<file path="config.mk">
export PLATFORM = sky130hd
export DESIGN_NAME = ir_ring_bearing_tracker
export DESIGN_NICKNAME = d
export VERILOG_FILES = /design/src/design/irb_pkg.sv /design/src/design/irb_ram.sv /design/src/design/irb_div.sv /design/src/design/ir_ring_bearing_tracker.sv
export VERILOG_INCLUDE_DIRS = /design/src /design/src/design
export SDC_FILE = /design/constraint.sdc
export NUM_CORES = 2
export LEC_CHECK = 0
export BUFFER_PORTS_ARGS = -buffer_cell sky130_fd_sc_hd__buf_4
export CAP_MARGIN = 10
export CORE_MARGIN = 2
export CORE_UTILIZATION = 50
export CTS_CLUSTER_DIAMETER = 120
export DETAILED_ROUTE_END_ITERATION = 7
export HOLD_SLACK_MARGIN = 0.03
export PLACE_DENSITY = 0.64
export SLEW_MARGIN = 30
export SYNTH_ARGS = -nofsm -noshare
export SYNTH_HDL_FRONTEND = slang
export SYNTH_SLANG_ARGS = --single-unit
</file>
<file path="constraint.sdc">
create_clock -name aclk -period 13.33 [get_ports aclk]
set_clock_uncertainty 0.15 [all_clocks]
set_input_delay 1.333 -clock aclk [delete_from_list [all_inputs] [get_ports aclk]]
set_output_delay 1.333 -clock aclk [all_outputs]
set_load 0.1 [all_outputs]
</file>
<file path="src/design/ir_ring_bearing_tracker_assert.svh">
// Assertion macros for the bearing tracker.
`ifndef IR_RING_BEARING_TRACKER_ASSERT_SVH
`define IR_RING_BEARING_TRACKER_ASSERT_SVH
`ifndef NO_ASSERTIONS
`define IRB_ASSERT_IMPL(label, clk, rstn, prop) \
    label: assert property (@(posedge clk) disable iff (!rstn) prop) \
        else $error("assertion failed");
`define IRB_ASSERT_NEXT(label, clk, rstn, a, b) \
    label: assert property (@(posedge clk) disable iff (!rstn) (a) |=> (b)) \
        else $error("assertion failed");
`else
`define IRB_ASSERT_IMPL(label, clk, rstn, prop)
`define IRB_ASSERT_NEXT(label, clk, rstn, a, b)
`endif
`endif

</file>
<file path="src/design/irb_pkg.sv">
`default_nettype none
package irb_pkg;
    localparam int DegreesFull = 360;
endpackage
`default_nettype wire

</file>
<file path="src/design/irb_ram.sv">
`default_nettype none
module irb_ram #(
    parameter int WIDTH = 10,
    parameter int DEPTH = 96
) (
    input  wire logic                     aclk,
    input  wire logic                     we,
    input  wire logic [$clog2(DEPTH)-1:0] waddr,
    input  wire logic [WIDTH-1:0]         wdata,
    input  wire logic [$clog2(DEPTH)-1:0] raddr,
    output logic      [WIDTH-1:0]         rdata
);
    logic [WIDTH-1:0] mem [DEPTH];
    always_ff @(posedge aclk) begin
        if (we) mem[waddr] <= wdata;
        rdata <= mem[raddr];
    end
endmodule
`default_nettype wire

</file>
<file path="src/design/irb_div.sv">
`default_nettype none
module irb_div #(
    parameter int W = 24
) (
    input  wire logic         aclk,
    input  wire logic         aresetn,
    input  wire logic         start,
    input  wire logic [W-1:0] num,
    input  wire logic [W-1:0] den,
    output logic              busy,
    output logic      [W-1:0] quo
);
    localparam int CW = $clog2(W + 1);
    logic [W-1:0]  q_reg, d_reg;
    logic [W:0]    r_reg;
    logic [CW-1:0] cnt_reg;
    logic [W:0]    trial;
    assign trial = {r_reg[W-1:0], q_reg[W-1]} - {1'b0, d_reg};
    always_ff @(posedge aclk) begin
        if (!aresetn) begin
            cnt_reg <= '0;
        end else if (start) begin
            q_reg   <= num;
            d_reg   <= den;
            r_reg   <= '0;
            cnt_reg <= CW'(W);
        end else if (cnt_reg != '0) begin
            cnt_reg <= cnt_reg - 1'b1;
            if (!trial[W]) begin
                r_reg <= trial;
                q_reg <= {q_reg[W-2:0], 1'b1};
            end else begin
                r_reg <= {r_reg[W-1:0], q_reg[W-1]};
                q_reg <= {q_reg[W-2:0], 1'b0};
            end
        end
    end
    assign busy = cnt_reg != '0;
    assign quo  = q_reg;
endmodule
`default_nettype wire

</file>
<file path="src/design/ir_ring_bearing_tracker.sv">
`default_nettype none
`include "ir_ring_bearing_tracker_assert.svh"
// Each sample is written to the next slot of a store of SENSORS*SAMPLES_PER_SENSOR
// slots (cleared after reset by one pass over every slot, during which no item is
// taken). The block then walks the whole store, one slot a cycle through the
// single read port, for the swing of each sensor, finds the strongest sensor and
// runs two serial divides. The result waits in an output register, and the next
// item is taken only once that result has been accepted.
module ir_ring_bearing_tracker
    import irb_pkg::*;
#(
    parameter int SENSORS = 12,
    parameter int SAMPLES_PER_SENSOR = 8,
    parameter int SAMPLE_BITS = 10
) (
    input  wire logic                   aclk,
    input  wire logic                   aresetn,
    input  wire logic                   s_valid,
    output logic                        s_ready,
    input  wire logic [9:0]             s_sample,
    output logic                        m_valid,
    input  wire logic                   m_ready,
    output logic      [3:0]             m_next_channel,
    output logic                        m_sweep_done,
    output logic      [3:0]             m_peak_eye,
    output logic      [8:0]             m_direction,
    output logic      [10:0]            m_magnitude
);
    localparam int TOTAL = SENSORS * SAMPLES_PER_SENSOR;
    localparam int AW = $clog2(TOTAL);
    localparam int EW = $clog2(SENSORS);
    localparam int KW = $clog2(SAMPLES_PER_SENSOR);
    localparam int SB = SAMPLE_BITS;
    localparam int DW = 24;
    localparam int Step = DegreesFull / SENSORS;
    localparam int Half = Step / 2;

    localparam logic [3:0] ST_CLR = 4'd0, ST_IDLE = 4'd1, ST_WALK = 4'd2,
        ST_NB = 4'd3, ST_NB2 = 4'd4, ST_D1 = 4'd5, ST_D1W = 4'd6, ST_D2 = 4'd7,
        ST_D2W = 4'd8, ST_OUT = 4'd9;

    logic [3:0]    st_reg;
    logic [AW-1:0] cnt_reg, cur_reg, ra_reg;
    logic [KW-1:0] k_reg;
    logic [EW-1:0] sen_reg, peak_reg;
    logic          wrap_reg, rv_reg;
    logic [SB-1:0] hi_reg, lo_reg;
    logic [SB-1:0] sw_reg [SENSORS];
    logic [SB-1:0] p_reg, l_reg, r_reg;
    logic [DW-1:0] q1_reg;
    logic          n1neg_reg;
    logic          we;
    logic [AW-1:0] wa;
    logic [SB-1:0] wd, rd;
    logic          dstart, dbusy;
    logic [DW-1:0] dnum, dden, dq;
    logic [EW-1:0] lft, rgt;
    logic [SB-1:0] v, swing;

    irb_ram #(.WIDTH(SB), .DEPTH(TOTAL)) u_ram (
        .aclk(aclk), .we(we), .waddr(wa), .wdata(wd), .raddr(ra_reg), .rdata(rd));
    irb_div #(.W(DW)) u_div (
        .aclk(aclk), .aresetn(aresetn), .start(dstart), .num(dnum), .den(dden),
        .busy(dbusy), .quo(dq));

    assign s_ready = st_reg == ST_IDLE && !m_valid;
    assign we = st_reg == ST_CLR || (s_valid && s_ready);
    assign wa = cnt_reg;
    assign wd = st_reg == ST_CLR ? '0 : SB'(s_sample);
    assign v = rd;
    assign swing = (v > hi_reg ? v : hi_reg) - (v < lo_reg ? v : lo_reg);
    assign lft = peak_reg == '0 ? EW'(SENSORS - 1) : peak_reg - 1'b1;
    assign rgt = peak_reg == EW'(SENSORS - 1) ? '0 : peak_reg + 1'b1;

    logic [SB-1:0] mn, dnr, pl;
    logic [SB:0]   diff;
    assign mn = l_reg < r_reg ? l_reg : r_reg;
    assign diff = l_reg < r_reg ? {1'b0, r_reg - l_reg} : {1'b0, l_reg - r_reg};
    assign dnr = p_reg - mn;
    assign pl = l_reg < r_reg ? r_reg : l_reg;
    assign dstart = st_reg == ST_D1 || st_reg == ST_D2;
    always_comb begin
        if (st_reg == ST_D1) begin
            dnum = DW'(Half) * DW'(diff);
            dden = DW'(dnr);
        end else begin
            dnum = DW'(pl) * DW'(diff);
            dden = DW'(dnr);
        end
    end

    logic signed [DW+1:0] ang;
    logic [DW-1:0] q1;
    logic [DW-1:0] magsum;
    assign q1 = dnr == '0 ? '0 : q1_reg;
    always_comb begin
        ang = (DW+2)'(Step) * $signed({{(DW+2-EW){1'b0}}, peak_reg});
        ang = n1neg_reg ? ang - $signed({2'b00, q1}) : ang + $signed({2'b00, q1});
        if (ang < 0) ang = ang + (DW+2)'(DegreesFull);
        if (ang >= (DW+2)'(DegreesFull)) ang = ang - (DW+2)'(DegreesFull);
        magsum = DW'(p_reg) + (dnr == '0 ? '0 : dq);
    end

    always_ff @(posedge aclk) begin
        if (!aresetn) begin
            st_reg  <= ST_CLR;
            cnt_reg <= '0;
            m_valid <= 1'b0;
            rv_reg  <= 1'b0;
        end else begin
            if (m_valid && m_ready) m_valid <= 1'b0;
            case (st_reg)
                ST_CLR: begin
                    if (cnt_reg == AW'(TOTAL - 1)) begin
                        cnt_reg <= '0;
                        st_reg  <= ST_IDLE;
                    end else begin
                        cnt_reg <= cnt_reg + 1'b1;
                    end
                end
                ST_IDLE: begin
                    if (s_valid && s_ready) begin
                        wrap_reg <= cnt_reg == AW'(TOTAL - 1);
                        cnt_reg  <= cnt_reg == AW'(TOTAL - 1) ? '0 : cnt_reg + 1'b1;
                        ra_reg   <= '0;
                        rv_reg   <= 1'b0;
                        k_reg    <= '0;
                        sen_reg  <= '0;
                        peak_reg <= '0;
                        st_reg   <= ST_WALK;
                    end
                end
                ST_WALK: begin
                    rv_reg <= ra_reg != AW'(TOTAL - 1) || !rv_reg;
                    if (ra_reg != AW'(TOTAL - 1)) ra_reg <= ra_reg + 1'b1;
                    if (rv_reg) begin
                        if (k_reg == '0) begin
                            hi_reg <= v;
                            lo_reg <= v;
                        end else begin
                            hi_reg <= v > hi_reg ? v : hi_reg;
                            lo_reg <= v < lo_reg ? v : lo_reg;
                        end
                        if (k_reg == KW'(SAMPLES_PER_SENSOR - 1)) begin
                            k_reg <= '0;
                            sw_reg[sen_reg] <= swing;
                            if (sen_reg != '0 && swing > sw_reg[peak_reg])
                                peak_reg <= sen_reg;
                            if (sen_reg == EW'(SENSORS - 1)) st_reg <= ST_NB;
                            sen_reg <= sen_reg + 1'b1;
                        end else begin
                            k_reg <= k_reg + 1'b1;
                        end
                    end
                end
                ST_NB: begin
                    rv_reg <= 1'b0;
                    p_reg <= sw_reg[peak_reg];
                    l_reg <= sw_reg[lft];
                    r_reg <= sw_reg[rgt];
                    st_reg <= ST_D1;
                end
                ST_D1: begin
                    n1neg_reg <= !(l_reg < r_reg);
                    st_reg <= ST_D1W;
                end
                ST_D1W: if (!dbusy) begin
                    q1_reg <= dq;
                    st_reg <= ST_D2;
                end
                ST_D2: st_reg <= ST_D2W;
                ST_D2W: if (!dbusy) st_reg <= ST_OUT;
                ST_OUT: if (!m_valid) begin
                    m_valid        <= 1'b1;
                    m_next_channel <= 4'(cnt_reg / AW'(SAMPLES_PER_SENSOR));
                    m_sweep_done   <= wrap_reg;
                    m_peak_eye     <= 4'(peak_reg);
                    m_direction    <= ang[8:0];
                    m_magnitude    <= magsum[10:0];
                    st_reg         <= ST_IDLE;
                end
                default: st_reg <= ST_CLR;
            endcase
        end
    end

    // L==R: both numerators are 0; equal diff case handled by zero diff
    `IRB_ASSERT_NEXT(a_acc_walk, aclk, aresetn, s_valid && s_ready, st_reg == ST_WALK)
    `IRB_ASSERT_IMPL(a_no_in_busy, aclk, aresetn, (st_reg != ST_IDLE) |-> !s_ready)
    `IRB_ASSERT_IMPL(a_cnt_rng, aclk, aresetn, cnt_reg <= AW'(TOTAL - 1))
endmodule
`default_nettype wire
</file>
## After elaboration in Yosys (flattened, before gate mapping)

Memory sizes are Yosys's and may differ from the RTL's. A register that Yosys moved wholly into a read port is not among the register bits.
Index checks and enable logic that the tools add are counted.

| word-level totals | value |
|---|---|
| bits of input ports | 14 |
| memories | 2 |
| word-level logic and storage cells | 177 |
| bits in writable memories | 1080 |
| flip-flop bits (word level) | 179 |

| operators by class | value |
|---|---|
| multiply operators | 3 |
| $add $sub $neg | 17 |
| reductions and logical operators | 36 |
| mux-type cells | 63 |
| equality and inequality tests | 23 |
| magnitude comparators | 6 |
| bitwise gates (word level) | 3 |

Memory list:

| memory | words | bits a word | rd ports | clocked after memory_dff | write ports | RTL line | RTL |
|---|---|---|---|---|---|---|---|
| u_ram.mem | 96 | 10 | 1 | 1 | 1 | irb_ram.sv:13 | `logic [WIDTH-1:0] mem [DEPTH];` |
| sw_reg | 12 | 10 | 3 | 3 | 1 | ir_ring_bearing_tracker.sv:48 | `logic [SB-1:0] sw_reg [SENSORS];` |

Operators by type and width:

| operator | number |
|---|---|
| two-way mux 24 bit | 5 |
| two-way mux 10 bit | 8 |
| two-way mux 4 bit | 17 |
| two-way mux 26 bit | 2 |
| subtractor 10 bit | 4 |
| case mux 4 bit (9 select lines) | 1 |
| two-way mux 7 bit | 4 |
| case mux 7 bit (2 select lines) | 2 |
| adder 26 x 10 -> 26 bit (second input constant) | 1 |
| greater-or-equal comparator 26 x 10 -> 1 bit (second input constant) | 1 |
| < comparator 26 x 1 -> 1 bit (second input constant) | 1 |
| adder 9 x 24 -> 25 bit | 1 |
| subtractor 25 x 10 -> 25 bit | 1 |
| subtractor 9 x 24 -> 25 bit | 1 |
| > comparator 10 bit | 2 |
| < comparator 10 bit | 2 |
| multiplier 10 x 10 -> 20 bit | 1 |
| two-way mux 20 bit | 1 |
| equality test 4 bit (second input constant) | 4 |
| != test 2 bit (second input constant) | 8 |
| case mux 4 bit (2 select lines) | 2 |
| adder 7 x 1 -> 7 bit (second input constant) | 2 |
| multiplier 4 x 10 -> 14 bit (first input constant) | 1 |
| equality test 4 x 3 -> 1 bit (second input constant) | 3 |
| other kinds (38) | 76 |

## Logic depth before layout (Yosys ltp)

| logic depth | value |
|---|---|
| word-level depth | 11 |
| depth in mapped cells | 47 |

## Modules after synthesis

From an unflattened synthesis, not the netlist that was laid out.

| second synthesis, totals | value |
|---|---|
| cell total of the unflattened synthesis | 4408 |
| area, all modules | 64285.4 µm² |

Modules (own cells, without submodules):

| module | cells an instance | area an instance (µm²) | instances |
|---|---|---|---|
| irb_ram | 1727 | 37363.3 | 1 |
| ir_ring_bearing_tracker | 2297 | 22506.6 | 1 |
| irb_div | 384 | 4415.5 | 1 |

## Least setup slack after synthesis

OpenSTA, ideal clock, no wires.

| path | value |
|---|---|
| kind | flip-flop to flip-flop |
| start point | register l_reg[0], read port of sw_reg |
| end point | register m_direction[8] (data pin) |
| buffers on the path | 9 |
| required time | 12.925 ns |
| stages on the path, launching flop included | 47 |
| setup time | 0.255 ns |
| clock period less this slack | 9.735 ns |
| setup slack | 3.595 ns |
| data arrival time | 9.329 ns |
| cell sequence | edfxtp_1 inv_1 ha_1 inv_1 fa_1 a21oi_1 o21ai_1 and4_1 clkbuf_1 nor2_1 clkbuf_1 clkbuf_1 o21ai_0 ha_1 fa_1 nand2b_1 a21oi_1 xnor2_1 (+11 left out) nand2_1 a21oi_1 a21oi_1 or3_1 and2_1 buf_2 ha_1 a211oi_1 o31ai_1 a31o_2 and2_1 buf_6 or3_1 a2bb2oi_1 o2111ai_1 nor4b_4 a21oi_2 a31o_1 |

| on the way | value |
|---|---|
| cells in the longest elaborated chain, start to end | 11 |
| elaborated cells between the ends (all ways) | 14 |

RTL lines:

| what | RTL line | RTL |
|---|---|---|
| start: declaration | ir_ring_bearing_tracker.sv:49 | `logic [SB-1:0] p_reg, l_reg, r_reg;` |
| < comparator 10 bit | ir_ring_bearing_tracker.sv:77 | `assign mn = l_reg < r_reg ? l_reg : r_reg;` |
| two-way mux 10 bit (*) | ir_ring_bearing_tracker.sv:77 |  |
| subtractor 10 bit (*) | ir_ring_bearing_tracker.sv:79 | `assign dnr = p_reg - mn;` |
| net dnr[4] | ir_ring_bearing_tracker.sv:75 | `logic [SB-1:0] mn, dnr, pl;` |
| logical NOT 10 bit (*) | ir_ring_bearing_tracker.sv:95 | `assign q1 = dnr == '0 ? '0 : q1_reg;` |
| two-way mux 24 bit (*) | ir_ring_bearing_tracker.sv:95 |  |
| adder 9 x 24 -> 25 bit or subtractor 9 x 24 -> 25 bit (tied branches) | ir_ring_bearing_tracker.sv:98 | `ang = n1neg_reg ? ang - $signed({2'b00, q1}) : ang + $signed({2'b00, q1});` |
| two-way mux 26 bit (*) | ir_ring_bearing_tracker.sv:98 |  |
| adder 26 x 10 -> 26 bit or < comparator 26 x 1 -> 1 bit (tied branches) | ir_ring_bearing_tracker.sv:99 | `if (ang < 0) ang = ang + (DW+2)'(DegreesFull);` |
| two-way mux 26 bit (*) | ir_ring_bearing_tracker.sv:99 |  |
| greater-or-equal comparator 26 x 10 -> 1 bit or subtractor 9 bit (tied branches) | ir_ring_bearing_tracker.sv:100 | `if (ang >= (DW+2)'(DegreesFull)) ang = ang - (DW+2)'(DegreesFull);` |
| two-way mux 9 bit (*) | ir_ring_bearing_tracker.sv:100 |  |
| net ang[8] | ir_ring_bearing_tracker.sv:92 | `logic signed [DW+1:0] ang;` |
| end signal: assignment | ir_ring_bearing_tracker.sv:178 | `m_direction <= ang[8:0];` |
| end: declaration | ir_ring_bearing_tracker.sv:26 | `output logic [8:0] m_direction,` |

Mark *: on every way through the listed nets, which the timed path passes. The rest lies on a longest branch.
A chain may end at the register's enable or synchronous reset.

## Worst setup path after layout

Same ends and word-level chain as after synthesis.

==> results.toml <==
[logic_synthesis]
synth.most_common_cell = "edfxtp_1"
ys_seq_area_share_pct = 61.7
ys_warn_count = 0
yosysUniqueCellTypes = 94
synth_area_leaders = "edfxtp_1 61%, mux4_2 13%, ha_1 4.1%"
synth_top_area_share_pct = 60.7
synth_edf_count = 1261
synth_top_area_cell = "edfxtp_1"
synth_nets = 4355
syn_area_sq_um = 62400
ys_ff_latch = 1293
synthTopCellsByCount = "1261 x edfxtp_1, 370 x mux4_2, 321 x nor2_1, 284 x nand2_1, 237 x inv_1"
syn_area_per_cell_sq_um = 15.4
syn_inst = 4047
synth-main-ff-cell = "edfxtp_1"
async_flop_share_pct = 0

[floorplan]
initial_core_util_pct = 50.4
core_area_sq_um = 124000
rows = 129
die_area_sq_um = 128000
fp.dieH_um = 357
die_x_um = 357
io_pins = 45

[pwr]
comb_power_share_pct = 26.5
p_leak_uw = 0.0242
total_power_uw = 12300
powerDensity_nw_per_um2 = 177
power_frac_seq_pct = 42.8
switching_power_uw = 3870
p_int_uw = 8450
switching_share_pct = 31.4
ir_drop_mv = 0.245
clkPwrFrac_pct = 30.7

[timing]
max_slew_margin_pct = 34.0
max_freq_ghz = 0.0948
hold_viol_final = 0
setup_viol = 0
whs_ns = 0.302
finalSetupTns_ns = 0
grt_setup_unrepaired = "false"
drv_slew = 0
period_needed_ns = 10.55
fin_crit_sh_pct = 79.1
worst_slew_pin_slew_ns = 0.986

[hold_path]
hp-class = "reg2reg"
hp-start = "u_div.quo[19]"
min_delay_path_depth = 0
holdPathEnd = "q1_reg[19]"

[critical_path]
startpoint_type = "register"
crit_type = "reg2reg"
rr_startpoint = "l_reg[0]"
critical_path_required_ns = 13.68
crit_start = "l_reg[0]"
ff2ff_path_depth = 37
timing.rr.end = "m_direction[8]"
cp.arrival_ns = 10.90
critPathCaptureType = "register"
slowest_delay_ns = 0.70
cpMaxStageDelayCell = "or4_1"
reg2reg_slack_ns = 2.78
cp_max_fo = 20
cp_num_buf_inv = 5
crit_family = "simple AND/OR/NAND/NOR gates"

[final_layout]
syn_to_final_growth_pct = 11.5
largest_reg_flops = 960
drive_above_1_share_pct = 19.8
nets = 4421
final_cell_area_sq_um = 69500
layout.cells.non_filler = 5854
antenna_cells = 0

[placement]
gp_congestion = 0.886
placedCellCount = 5606
port_buffers = 44
dp.final_hpwl_um = 96400
dpl_cell_area_sq_um = 64900

[cts]
cts_resized = 0
ctsHoldBuffers = 0
cts_htree_levels = 4
clk_latency_ns = 0.76
cts_tree = "built"
path_clk_slew_ns = 0.06
cts_buffers = 140
clk_path_buf_depth = 3
clk_root_buffer_cell = "clkbuf_16"
cts_sinks = 1293
cts_setup_buffers = 0

[status]
status = "finished with violations"
violations = "design-rule violations"

[drt]
routed_wl_um = 148000
ant_nets = 0
viasPerCell = 6.03
wl_per_cell_um = 25.3
vias = 35288
dr.pass1.iters = 8
drc_errors = 4
drtIter0Drc = 3920

[global_routing]
grt_usage_pct = 23.6
grt_pass1_wl_um = 224000
antenna_found_initial = 4
grt_start_max_net_pins = 155
grt_pass1_vias = 35070
gr-total-overflow = 0

[flow_run]
maxCapViolCount = 0
metal layers:
layer	vias to the layer above	global-route usage, %	part of all wire [%]
met5	-	0	0
met4	0	5.99	2.0
met3	179	3.78	6.6
met2	1257	37.4	48
met1	18163	34.5	44
li1	15689	-	-
worst max-delay path by stage:
stage | to | slack, ns | cells after the start
finish | m_direction[8] | 2.78 | 37
global route | m_direction[8] | 2.18 | 35
CTS | m_direction[8] | 2.88 | 37
detailed placement | m_direction[8] | 2.94 | 37
global placement | m_direction[8] | 3.02 | 34
floorplan | m_direction[8] | 3.60 | 46
cells by family after synthesis:
logic type	Yosys count	synth area share [%]
AO/OA/AOI/OAI	558	5.71
XOR/XNOR	111	1.56
adder cells (fa/ha/maj)	294	6.99
buffers and inverters	431	2.65
flip-flops	1293	61.7
multiplexers	437	14.5
AND/OR/NAND/NOR	923	6.89
power groups by stage:
stage	Sequential [uW]	Clock, uW	Combinational, uW
final	5280	3780	3270
after CTS	5280	3830	3250
after floorplan	5320	0	2190
after global placement	5360	0	3150
after global routing	5300	4010	3590
after detailed placement	5370	0	3230
cell usage in the layout, fill, tap and decap left out, types with 37 or more instances in the layout:
cell | synthesis | routed
nand2_1 | 284 | 284
nor2_1 | 321 | 257
buf_4 | 0 | 101
edfxtp_1 | 1261 | 1261
nor2_2 | 0 | 64
a21oi_1 | 166 | 164
o21ai_0 | 105 | 103
xor2_1 | 41 | 37
nor3_1 | 40 | 40
ha_1 | 203 | 203
a21o_1 | 39 | 39
xnor2_1 | 70 | 68
inv_1 | 237 | 237
mux4_2 | 370 | 370
mux2i_1 | 50 | 50
clkbuf_16 | 0 | 141
and2_1 | 48 | 48
fa_1 | 91 | 91
area by class of cell:
type | instances | area [sq um]
Tap cell | 1637 | 2050
Fill cell | 9588 | 54200
Timing Repair Buffer | 116 | 1010
Multi-Input combinational cell | 2323 | 22600
Clock inverter | 74 | 788
Sequential cell | 1293 | 38500
Inverter | 239 | 897
Clock buffer | 172 | 3660
through the flow:
step	setup slack, ns	util, %
after floorplan	3.60	-
after global placement	3.02	52.3
after detailed placement	2.94	52.4
after CTS	2.88	56.0
after global routing	2.18	56.2
final	2.78	56.2
(Power assumes the default switching activity.)
